$ cat src/rtl/core/eeprom_sysinfo_record_parser_macros.svh
// assertion helpers for the record parser
`ifndef EEPROM_SYSINFO_RECORD_PARSER_MACROS_SVH
`define EEPROM_SYSINFO_RECORD_PARSER_MACROS_SVH

`ifndef SYNTH
`define ESRP_ASSERT(name, prop) \
  name: assert property (@(posedge clk_i) disable iff (!rst_ni) prop) \
    else $error("esrp assertion failed");
`define ESRP_ASSERT_NEXT(name, pre, post) \
  name: assert property (@(posedge clk_i) disable iff (!rst_ni) (pre) |=> (post)) \
    else $error("esrp assertion failed");
`else
`define ESRP_ASSERT(name, prop)
`define ESRP_ASSERT_NEXT(name, pre, post)
`endif

`endif

$ cat src/rtl/core/esrp_pkg.sv
`default_nettype none

package esrp_pkg;

  typedef struct packed {
    logic [7:0] data_byte;
    logic       start_req;
  } in_t;

  typedef struct packed {
    logic [2:0]  kind;
    logic [7:0]  data_value;
    logic [9:0]  position;
    logic [9:0]  record_index;
    logic [9:0]  record_total;
    logic [16:0] image_length;
  } out_t;

  localparam logic [2:0] KindSerial    = 3'd0;
  localparam logic [2:0] KindName      = 3'd1;
  localparam logic [2:0] KindHeaderOk  = 3'd2;
  localparam logic [2:0] KindBadHeader = 3'd3;
  localparam logic [2:0] KindDone      = 3'd4;
  localparam logic [2:0] KindBadRecord = 3'd5;

  localparam int unsigned HeaderBytes = 10;
  localparam int unsigned PrefixBytes = 6;
  localparam logic [7:0]  AsciiZero   = 8'h30;
  localparam logic [7:0]  AsciiNine   = 8'h39;
  localparam logic [7:0]  AsciiCr     = 8'h0d;

endpackage

`default_nettype wire

$ cat src/rtl/core/eeprom_sysinfo_record_parser.sv
`default_nettype none

// Parses a stored system-information image, one byte per beat in address order.
// A beat with start_req set is header byte 0 and restarts the parse. The ten
// header digits give the record count and total length (status beat: header
// ok, bad header, or done for zero records); then each record's newline, six
// prefix bytes with a three-digit data length, and its data bytes, which come
// out as serial bytes (record 0) or name bytes, up to SERIAL_BYTES / NAME_BYTES
// per record. Errors and completion give one status beat, then bytes are
// ignored until the next start_req. Throughput is one byte per cycle while the
// output is not stalled: an input register feeds a single pass of counter and
// digit logic into an output register, and bytes that produce no result are
// absorbed at the same rate.
module eeprom_sysinfo_record_parser
  import esrp_pkg::*;
#(
  parameter int unsigned SERIAL_BYTES = 20,
  parameter int unsigned NAME_BYTES   = 24
) (
  input  wire logic clk_i,
  input  wire logic rst_ni,
  input  wire logic in_valid_i,
  output logic      in_stall_o,
  input  wire in_t  in_data_i,
  output logic      out_valid_o,
  input  wire logic out_stall_i,
  output out_t      out_data_o
);

  localparam logic [2:0] PhHeader      = 3'd0;
  localparam logic [2:0] PhNewline     = 3'd1;
  localparam logic [2:0] PhPrefix      = 3'd2;
  localparam logic [2:0] PhData        = 3'd3;
  localparam logic [2:0] PhDonePending = 3'd4;
  localparam logic [2:0] PhStopped     = 3'd5;

  localparam logic [9:0] SerialCap = 10'(SERIAL_BYTES);
  localparam logic [9:0] NameCap   = 10'(NAME_BYTES);

  // input stage
  logic in_valid_q;
  in_t  in_q;

  // parser state
  logic [2:0]  phase_q, phase_d;
  logic [16:0] byte_offset_q, byte_offset_d;
  logic [9:0]  rec_count_q, rec_count_d;
  logic [16:0] len_total_q, len_total_d;
  logic [9:0]  rec_num_q, rec_num_d;
  logic [2:0]  prefix_cnt_q, prefix_cnt_d;
  logic [9:0]  data_len_q, data_len_d;
  logic [9:0]  data_pos_q, data_pos_d;
  logic        skip_nl_q, skip_nl_d;

  // output stage
  logic out_valid_q;
  out_t out_q;

  logic fire;
  logic emit;
  out_t res;

  // state as seen after an optional restart
  logic [2:0]  cur_phase;
  logic [16:0] cur_off;
  logic [9:0]  cur_count;
  logic [16:0] cur_len;
  logic [9:0]  cur_rec;
  logic [2:0]  cur_prefix;
  logic [9:0]  cur_dlen;
  logic [9:0]  cur_dpos;
  logic        cur_skip;

  logic [7:0]  b;
  logic        is_digit;
  logic [3:0]  digit;
  logic [9:0]  rec_inc;
  logic [9:0]  pos_inc;
  logic [9:0]  acc_next;
  logic [9:0]  cap;
  logic        shown;

  assign fire       = in_valid_q && (!out_valid_q || !out_stall_i);
  assign in_stall_o = in_valid_q && !fire;

  assign b        = in_q.data_byte;
  assign is_digit = (b >= AsciiZero) && (b <= AsciiNine);
  assign digit    = is_digit ? b[3:0] : 4'd0;

  always_comb begin
    if (in_q.start_req) begin
      cur_phase  = PhHeader;
      cur_off    = '0;
      cur_count  = '0;
      cur_len    = '0;
      cur_rec    = '0;
      cur_prefix = '0;
      cur_dlen   = '0;
      cur_dpos   = '0;
      cur_skip   = 1'b0;
    end else begin
      cur_phase  = phase_q;
      cur_off    = byte_offset_q;
      cur_count  = rec_count_q;
      cur_len    = len_total_q;
      cur_rec    = rec_num_q;
      cur_prefix = prefix_cnt_q;
      cur_dlen   = data_len_q;
      cur_dpos   = data_pos_q;
      cur_skip   = skip_nl_q;
    end
  end

  assign rec_inc  = cur_rec + 10'd1;
  assign pos_inc  = cur_dpos + 10'd1;
  assign acc_next = 10'((13'(cur_dlen) << 3) + (13'(cur_dlen) << 1) + 13'(digit));
  assign cap      = (cur_rec == '0) ? SerialCap : NameCap;
  assign shown    = cur_dpos < cap;

  always_comb begin
    phase_d       = cur_phase;
    byte_offset_d = cur_off;
    rec_count_d   = cur_count;
    len_total_d   = cur_len;
    rec_num_d     = cur_rec;
    prefix_cnt_d  = cur_prefix;
    data_len_d    = cur_dlen;
    data_pos_d    = cur_dpos;
    skip_nl_d     = cur_skip;
    emit          = 1'b0;
    res           = '0;
    res.record_index = cur_rec;
    res.record_total = cur_count;
    res.image_length = cur_len;

    if (cur_phase != PhStopped && cur_phase != PhDonePending && cur_off != '1) begin
      byte_offset_d = cur_off + 17'd1;
    end

    unique case (cur_phase)
      PhStopped: begin
        emit = 1'b0;
      end
      PhDonePending: begin
        phase_d  = PhStopped;
        emit     = 1'b1;
        res.kind = KindDone;
      end
      PhHeader: begin
        if (!is_digit) begin
          phase_d = PhStopped;
          emit    = 1'b1;
          res     = '0;
          res.kind = KindBadHeader;
        end else begin
          if (cur_off >= 17'd2 && cur_off <= 17'd4) begin
            rec_count_d = 10'((13'(cur_count) << 3) + (13'(cur_count) << 1) + 13'(digit));
          end else if (cur_off >= 17'd5 && cur_off <= 17'(HeaderBytes - 1)) begin
            len_total_d = 17'((20'(cur_len) << 3) + (20'(cur_len) << 1) + 20'(digit));
          end
          if (cur_off >= 17'(HeaderBytes - 1)) begin
            emit = 1'b1;
            res.record_index = cur_rec;
            res.record_total = rec_count_d;
            res.image_length = len_total_d;
            if (rec_count_d == '0) begin
              phase_d  = PhStopped;
              res.kind = KindDone;
            end else begin
              phase_d  = PhNewline;
              res.kind = KindHeaderOk;
            end
          end
        end
      end
      PhNewline, PhPrefix, PhData: begin
        if (cur_off >= cur_len) begin
          byte_offset_d = cur_off + 17'd1;
          if (cur_off == '1) byte_offset_d = cur_off;
          phase_d  = PhStopped;
          emit     = 1'b1;
          res.kind = KindBadRecord;
        end else if (cur_phase == PhNewline) begin
          // a carriage return swallows the byte after it
          if (cur_skip) begin
            skip_nl_d = 1'b0;
            phase_d   = PhPrefix;
          end else if (b == AsciiCr) begin
            skip_nl_d = 1'b1;
          end else begin
            phase_d = PhPrefix;
          end
          prefix_cnt_d = '0;
          data_len_d   = '0;
        end else if (cur_phase == PhPrefix) begin
          if (cur_prefix >= 3'd3 && !is_digit) begin
            phase_d  = PhStopped;
            emit     = 1'b1;
            res.kind = KindBadRecord;
          end else begin
            if (cur_prefix >= 3'd3) data_len_d = acc_next;
            if (cur_prefix < 3'(PrefixBytes - 1)) begin
              prefix_cnt_d = cur_prefix + 3'd1;
            end else begin
              prefix_cnt_d = '0;
              data_pos_d   = '0;
              if (data_len_d == '0) begin
                // empty record closes at once
                rec_num_d  = rec_inc;
                data_len_d = '0;
                skip_nl_d  = 1'b0;
                if (rec_inc == cur_count) begin
                  phase_d  = PhStopped;
                  emit     = 1'b1;
                  res.kind = KindDone;
                  res.record_index = rec_inc;
                end else begin
                  phase_d = PhNewline;
                end
              end else begin
                phase_d = PhData;
              end
            end
          end
        end else begin
          data_pos_d = pos_inc;
          if (pos_inc >= cur_dlen) begin
            rec_num_d    = rec_inc;
            prefix_cnt_d = '0;
            data_len_d   = '0;
            data_pos_d   = '0;
            skip_nl_d    = 1'b0;
            if (rec_inc == cur_count) begin
              phase_d = shown ? PhDonePending : PhStopped;
            end else begin
              phase_d = PhNewline;
            end
          end
          if (shown) begin
            emit           = 1'b1;
            res.kind       = (cur_rec == '0) ? KindSerial : KindName;
            res.data_value = b;
            res.position   = cur_dpos;
            res.record_index = cur_rec;
          end else if (pos_inc >= cur_dlen && rec_inc == cur_count) begin
            emit     = 1'b1;
            res.kind = KindDone;
            res.record_index = rec_inc;
          end
        end
      end
      default: begin
        phase_d = PhStopped;
      end
    endcase
  end

  always_ff @(posedge clk_i or negedge rst_ni) begin
    if (!rst_ni) begin
      in_valid_q    <= 1'b0;
      out_valid_q   <= 1'b0;
      phase_q       <= PhHeader;
      byte_offset_q <= '0;
      rec_count_q   <= '0;
      len_total_q   <= '0;
      rec_num_q     <= '0;
      prefix_cnt_q  <= '0;
      data_len_q    <= '0;
      data_pos_q    <= '0;
      skip_nl_q     <= 1'b0;
    end else begin
      if (in_valid_i && !in_stall_o) begin
        in_valid_q <= 1'b1;
      end else if (fire) begin
        in_valid_q <= 1'b0;
      end
      if (fire && emit) begin
        out_valid_q <= 1'b1;
      end else if (!out_stall_i) begin
        out_valid_q <= 1'b0;
      end
      if (fire) begin
        phase_q       <= phase_d;
        byte_offset_q <= byte_offset_d;
        rec_count_q   <= rec_count_d;
        len_total_q   <= len_total_d;
        rec_num_q     <= rec_num_d;
        prefix_cnt_q  <= prefix_cnt_d;
        data_len_q    <= data_len_d;
        data_pos_q    <= data_pos_d;
        skip_nl_q     <= skip_nl_d;
      end
    end
  end

  always_ff @(posedge clk_i) begin
    if (in_valid_i && !in_stall_o) begin
      in_q <= in_data_i;
    end
    if (fire && emit) begin
      out_q <= res;
    end
  end

  assign out_valid_o = out_valid_q;
  assign out_data_o  = out_q;

`include "eeprom_sysinfo_record_parser_macros.svh"

  `ESRP_ASSERT(a_stall_only_when_full, !in_valid_q |-> !in_stall_o)
  `ESRP_ASSERT(a_header_offset, phase_q == PhHeader |-> byte_offset_q < 17'(HeaderBytes))
  `ESRP_ASSERT(a_prefix_range, prefix_cnt_q < 3'(PrefixBytes))
  `ESRP_ASSERT(a_data_pos_range, phase_q == PhData |-> data_pos_q < data_len_q)
  `ESRP_ASSERT_NEXT(a_stopped_silent,
                    fire && !in_q.start_req && phase_q == PhStopped,
                    $stable(phase_q) && !(out_valid_q && !$past(out_valid_q)))

endmodule

`default_nettype wire
$ cat config.mk
export PLATFORM = sky130hd
export DESIGN_NAME = eeprom_sysinfo_record_parser
export DESIGN_NICKNAME = d
export VERILOG_FILES = /design/src/rtl/core/esrp_pkg.sv /design/src/rtl/core/eeprom_sysinfo_record_parser.sv
export VERILOG_INCLUDE_DIRS = /design/src /design/src/rtl/core
export SDC_FILE = /design/constraint.sdc
export NUM_CORES = 1
export LEC_CHECK = 0
export BUFFER_PORTS_ARGS = -buffer_cell sky130_fd_sc_hd__buf_2
export CORE_ASPECT_RATIO = 1.4
export CORE_MARGIN = 1
export CORE_UTILIZATION = 62
export DETAILED_ROUTE_END_ITERATION = 10
export GPL_TIMING_DRIVEN = 0
export HOLD_SLACK_MARGIN = 0.06
export PLACE_DENSITY = 0.81
export SYNTH_ARGS = -nofsm -noshare
export SYNTH_HDL_FRONTEND = slang
export SYNTH_SLANG_ARGS = --single-unit
$ cat constraint.sdc
create_clock -name clk_i -period 8.07 [get_ports clk_i]
set_clock_uncertainty 0.05 [all_clocks]
set_input_delay 1.614 -clock clk_i [delete_from_list [all_inputs] [get_ports clk_i]]
set_output_delay 1.614 -clock clk_i [all_outputs]
set_load 0.005 [all_outputs]
# Word-level counts from Yosys, hierarchy flattened
# Cells that the tools add are included.
[totals]
regBits = 150
in_bits = 13
output_inout_bits = 60
[op_classes]
addsub = 10
order_cmp = 12
eq_ne = 12
n_mux = 130
reduce_logical = 23
[op_table]
columns = ["op", "n"]
rows = [
  ["10-bit 2-to-1 mux", 45],
  ["17-bit 2-to-1 mux", 10],
  ["3-bit 2-to-1 mux", 34],
  ["28-bit one-hot mux with 2 select lines", 1],
  ["27-bit 2-to-1 mux", 2],
  ["37-bit 2-to-1 mux", 1],
  ["18-bit 2-to-1 mux", 2],
  ["31-bit 2-to-1 mux", 1],
  ["10-bit logical NOT", 3],
  ["1-bit 2-to-1 mux", 28],
  ["28-bit 2-to-1 mux", 1],
  ["10-bit by 1-bit adder with 10-bit output (second input constant)", 2],
  ["10-bit adder", 2],
  ["10-bit by 4-bit adder with 10-bit output", 2],
  ["3-bit one-hot mux with 3 select lines", 2],
  ["17-bit by 1-bit adder with 17-bit output (second input constant)", 1],
  ["17-bit adder", 1],
  ["17-bit by 4-bit adder with 17-bit output", 1],
  ["17-bit == test (second input constant)", 1],
  ["17-bit greater-or-equal comparator", 1],
  ["17-bit by 2-bit greater-or-equal comparator with 1-bit output (second input constant)", 1],
  ["17-bit by 3-bit greater-or-equal comparator with 1-bit output (second input constant)", 1],
  ["17-bit by 4-bit greater-or-equal comparator with 1-bit output (second input constant)", 1],
  ["17-bit by 3-bit <= comparator with 1-bit output (second input constant)", 1],
  ["other kinds (24)", 42],
]

# Longest topological paths before layout
[logic_depth]
ltp_word = 20
ltp_mapped = 25
depth_no_buf = 20

# Least setup slack after synthesis
# Ideal clock, no wire load.
[synth_timing]
path_type = "flip-flop to flip-flop"
startpoint = "register in_q[0] (netlist bit)"
endpoint = "register out_q (netlist bit out_data_o[0]) (enable)"
t_arrival_ns = 6.330
required_ns = 7.546
slack_ns = 1.216
stages_incl_launch_ff = 18
n_path_buf = 5
synth_period_minus_slack_ns = 6.854
path_cell_list = "edfxtp_1 -> buf_4 -> buf_2 -> buf_2 -> buf_2 -> clkbuf_1 -> nor2b_1 -> fa_1 -> fa_1 -> a21o_1 -> a211oi_1 -> o22ai_1 -> or4_1 -> nor4_1 -> nand2_1 -> nand2_1 -> a31oi_1 -> nor2_1"
[synth_via]
elab_chain_cells = 18
[synth_lines]
columns = ["element", "line_no", "rtl"]
rows = [
  ["start, declared", "eeprom_sysinfo_record_parser.sv:42", "in_t in_q;"],
  ["start signal, assigned", "eeprom_sysinfo_record_parser.sv:298", "in_q <= in_data_i;"],
  ["10-bit 2-to-1 mux", "eeprom_sysinfo_record_parser.sv:91", "if (in_q.start_req) begin"],
  ["10-bit adder", "eeprom_sysinfo_record_parser.sv:116", "assign acc_next = 10'((13'(cur_dlen) << 3) + (13'(cur_dlen) << 1) + 13'(digit));"],
  ["10-bit by 4-bit adder with 10-bit output", "eeprom_sysinfo_record_parser.sv:116", ""],
  ["10-bit 2-to-1 mux", "eeprom_sysinfo_record_parser.sv:201", "if (cur_prefix >= 3'd3) data_len_d = acc_next;"],
  ["10-bit 2-to-1 mux", "eeprom_sysinfo_record_parser.sv:196", "if (cur_prefix >= 3'd3 && !is_digit) begin"],
  ["10-bit 2-to-1 mux", "eeprom_sysinfo_record_parser.sv:195", "end else if (cur_phase == PhPrefix) begin"],
  ["10-bit 2-to-1 mux", "eeprom_sysinfo_record_parser.sv:183", "end else if (cur_phase == PhNewline) begin"],
  ["10-bit 2-to-1 mux", "eeprom_sysinfo_record_parser.sv:177", "if (cur_off >= cur_len) begin"],
  ["(+2 left out)", "-", ""],
  ["1-bit 2-to-1 mux", "eeprom_sysinfo_record_parser.sv:207", "if (data_len_d == '0) begin"],
  ["1-bit 2-to-1 mux", "eeprom_sysinfo_record_parser.sv:202", "if (cur_prefix < 3'(PrefixBytes - 1)) begin"],
  ["1-bit 2-to-1 mux", "eeprom_sysinfo_record_parser.sv:196", ""],
  ["1-bit 2-to-1 mux", "eeprom_sysinfo_record_parser.sv:195", ""],
  ["1-bit 2-to-1 mux", "eeprom_sysinfo_record_parser.sv:183", ""],
  ["1-bit 2-to-1 mux", "eeprom_sysinfo_record_parser.sv:177", ""],
  ["1-bit one-hot mux with 3 select lines *", "eeprom_sysinfo_record_parser.sv:140", "unique case (cur_phase)"],
  ["1-bit logical AND *", "eeprom_sysinfo_record_parser.sv:300", "if (fire && emit) begin"],
  ["end signal, assigned", "eeprom_sysinfo_record_parser.sv:301", "out_q <= res;"],
  ["end, declared", "eeprom_sysinfo_record_parser.sv:57", "out_t out_q;"],
]
# Mark *: on every way between the ends. The rest lies on a longest branch, timed or not. The select of a mux whose other input is x is not followed.
# A chain may end at the register's enable or synchronous reset.

# Final worst setup path
[layout_timing]
startpoint = "register in_q[0] (netlist bit)"
endpoint = "register data_pos_q[0]"
[layout_via]
elab_chain_cells = 8
[layout_lines]
columns = ["element", "line_no", "rtl"]
rows = [
  ["10-bit 2-to-1 mux / 3-bit 2-to-1 mux (equally long branches)", "eeprom_sysinfo_record_parser.sv:91", ""],
  ["10-bit by 1-bit adder with 10-bit output, or another cell as far along", "eeprom_sysinfo_record_parser.sv:115", "assign pos_inc = cur_dpos + 10'd1;"],
  ["10-bit greater-or-equal comparator, or another cell as far along", "eeprom_sysinfo_record_parser.sv:227", "if (pos_inc >= cur_dlen) begin"],
  ["10-bit 2-to-1 mux, on equally long branches", "eeprom_sysinfo_record_parser.sv:227, eeprom_sysinfo_record_parser.sv:196", ""],
  ["10-bit 2-to-1 mux", "eeprom_sysinfo_record_parser.sv:195", ""],
  ["10-bit 2-to-1 mux", "eeprom_sysinfo_record_parser.sv:183", ""],
  ["10-bit 2-to-1 mux", "eeprom_sysinfo_record_parser.sv:177", ""],
  ["10-bit 2-to-1 mux *", "eeprom_sysinfo_record_parser.sv:140", ""],
  ["end signal, assigned", "eeprom_sysinfo_record_parser.sv:290", "data_pos_q <= data_pos_d;"],
  ["end, declared", "eeprom_sysinfo_record_parser.sv:52", "logic [9:0] data_pos_q, data_pos_d;"],
]
# Mark *: on every way between the ends. The rest lies on a longest branch, timed or not.

==> results.cfg <==
[die]
die_area_mm2 = 0.0179
num_io_pins = 73
core_area_mm2 = 0.0169
start_util = 0.639
std_cell_rows = 56
die_width_um = 113
die_y_um = 158

[critical_path]
startpoint_type = register
r2r_slack_ns = 0.38
path_class = reg2reg
reg2reg_to = data_pos_q[0]
crit_chain = buf_4 -> buf_2 -> buf_2 -> buf_2 -> clkbuf_1 -> clkbuf_1 -> clkbuf_1 -> nor2b_1 -> ha_1 -> nand2_1 -> nor2_1 -> a211oi_1 -> a21oi_1 -> a211oi_1 -> nand2_1 -> nor2_1 -> o21ai_0 -> o21ai_0
critPathMaxFanout = 10
cp-end-kind = register
rr_startpoint = in_q[0]
cpMaxStageDelayCell = a211oi_1
cp.required_ns = 8.37
worstPathArrival_ns = 7.99
rr_worst_depth = 18
cpPeakStageDelay_ns = 1.23

[routing]
ant_nets = 0
vias = 10300
drc_errors = 0
vias_per_cell = 6.62
drt_pass1_iterations = 6
wl_um = 33400
routedWlPerCell_um = 21.5
drt_iter0_drc = 948

[timing]
rsz0062_at_grt = no
drv_slew = 0
max_slew_margin = 0.0159
finalSetupTns_ns = 0
period_share = 0.952
worstMarginPinSlew_ns = 1.47
period_minus_slack_ns = 7.69
hold_violations = 0
finalSetupViolations = 0
fmax_mhz = 130

[global_routing]
grt_util_met2 = 0.651
gr-usage-all-layers = 0.386
grt_pass1_wl_um = 52200
antenna_found_initial = 0
met1_usage = 0.416
grt_max_degree = 43
met3_usage = 0.0946
grt_overflow = 0
grt_pass1_vias = 10100
busiest_layer = met2

[worst_hold_path]
hold_path_end = len_total_q[3]
worstHoldPathCells = 2
hp-class = reg2reg
worstHoldStart = len_total_q[3]

[pwr]
p_total_uw = 2360
irDropWorstVdd_uv = 143
power_leakage_uw = 0.00541
p_per_area_mw_per_mm2 = 196

[place]
gp_congestion = 0.962
io_buffers = 72
placed_cell_area_mm2 = 0.0115
hpwl_um = 24600

[synth]
syn_inst = 1210
synth_area_mm2 = 0.0108
synth_top_area_share = 0.193
ys_types = 83
ys_warn_count = 0
ys_seq_area_frac = 0.379
synth.avg_cell_area_um2 = 8.91
synth_edf_count = 67
yosysTopAreaCell = dfrtp_1
ys_ff_latch = 150
synth_flop_cell = dfrtp_1
synth_area_leaders = dfrtp_1 19%, edfxtp_1 19%, ha_1 11%, nand2_1 5.3%, o21ai_0 3.8%
synthArstFlopShare = 0.553

[clocking]
worstSkewPairLatency_ns = 0.44
clock-sinks = 150
post-cts-setup-buffer-count = 0
path_clk_slew_ns = 0.07
clockBufferDepth = 2
holdBufCountCts = 0
cts_made_buffers = 17
cts_root_buf = clkbuf_16
h-tree-depth = 4
cts_resized = 0
cts_tree = yes

[finish]
syn_to_final_growth_pct = 12.0
drive_above_1_share = 0.111
nFillCells = 1344
final_nets = 1420
multi_input_comb_area_mm2 = 0.00630
regArea_mm2 = 0.00409
final_cell_area_mm2 = 0.0121
diodes = 0
utilization = 0.715

[status]
violations = max-capacitance violations
run_status = finished with violations

[run]
drv_cap = 1
cells in the mapped netlist (all sizes together) (7+ instances only):
cell / number
dfrtp: 83
nand2: 153
and3: 17
xnor2: 27
o21a: 11
a211oi: 7
o22ai: 19
nand4: 16
nor4: 21
nor2: 94
nor2b: 48
o31ai: 7
nand2b: 17
nor3: 26
o21ai: 103
a21oi: 77
clkbuf: 32
ha: 94
mux2i: 11
buf: 18
a31oi: 11
a21o: 14
xor2: 17
and2: 15
inv: 52
a22o: 23
edfxtp: 67
nand3: 35
cell type report:
type / count / share of cell area
clock inverters: 14 / 0.0115
well taps: 232 / 0.0240
repair buffers: 74 / 0.0340
multi-input cells: 962 / 0.522
clock buffers: 18 / 0.0355
inverters: 52 / 0.0164
flip-flops and latches: 150 / 0.339
plain buffers: 50 / 0.0179
registers in the layout, indices dropped and copies added (netlist names):
name           flops
byte_offset_q     17
phase_q            3
b                  8
len_total_q       17
out_valid_o        1
in_q               1
data_len_q        10
skip_nl_q          1
data_pos_q        10
prefix_cnt_q       3
out_data_o        58
in_valid_q         1
rec_count_q       10
rec_num_q         10
worst max-delay path: cells and delay by family (launching register included):
kind            cells  cell delay [ns]
compound gates      5             2.23
buf+inv             7             3.11
flops               1             0.33
fa+ha+maj           1             0.34
simple gates        5             1.51
stage by stage:
step	cells	worst slack [ns]	hold slack, ns
global placement	1518	-2.04	0.406
finish	1552	0.385	0.438
global route	1552	0.143	0.465
detailed placement	1520	0.784	0.421
floorplan	1214	1.22	0.392
CTS	1552	0.735	0.437
cell usage in the layout (no fill, tap or decap), drive strengths merged, types with 7 or more instances in the layout:
| cell | instances |
|---|---|
| edfxtp | 67 |
| a21oi | 77 |
| a31oi | 11 |
| dfrtp | 83 |
| xor2 | 17 |
| o22ai | 19 |
| nand2 | 153 |
| xnor2 | 27 |
| o31ai | 7 |
| nand3 | 35 |
| buf | 92 |
| and2 | 15 |
| o21a | 11 |
| clkbuf | 50 |
| a21o | 14 |
| nor2 | 94 |
| and3 | 17 |
| nor4 | 21 |
| mux2i | 11 |
| ha | 94 |
| nor3 | 26 |
| a211oi | 7 |
| inv | 59 |
| nand2b | 17 |
| nand4 | 16 |
| a22o | 23 |
| o21ai | 103 |
| nor2b | 48 |
logic make-up (layout without fill, tap and decap cells):
group,after synthesis,after routing,share of synthesized area
xor+xnor,45,45,0.0378
simple gates,470,470,0.215
buf+inv,102,208,0.0384
flops,150,150,0.379
other cells,1,5,0.000348
fa+ha+maj,100,100,0.120
mux,12,12,0.0113
compound gates,330,330,0.198
where the power goes:
| group | leakage, µW | internal (µW) | switching (µW) | total, µW |
|---|---|---|---|---|
| logic | 0.00334 | 195 | 442 | 636 |
| registers | 0.00179 | 893 | 40.6 | 934 |
| clock network | 0.000278 | 433 | 359 | 792 |
| total | 0.00541 | 1520 | 841 | 2360 |
routing by layer:
metal,share of wire,vias to the layer above
li1,-,4635
met1,0.35,4800
met3,0.091,209
met4,0.077,0
met5,0,-
met2,0.48,626
worst max-delay path by stage:
stage | start | endpoint | slack, ns | cells past startpoint
5_1_grt | in_q[0] | out_data_o[50] | 0.14 | 22
3_3_place_gp | in_q[0] | out_data_o[25] | -2.04 | 22
2_1_floorplan | in_q[0] | out_data_o[0] | 1.22 | 17
4_1_cts | in_q[0] | out_data_o[41] | 0.73 | 23
3_5_place_dp | in_q[0] | out_data_o[10] | 0.78 | 23
6_report | in_q[0] | data_pos_q[0] | 0.38 | 18
Note: power is estimated with default switching activity, not from simulation.
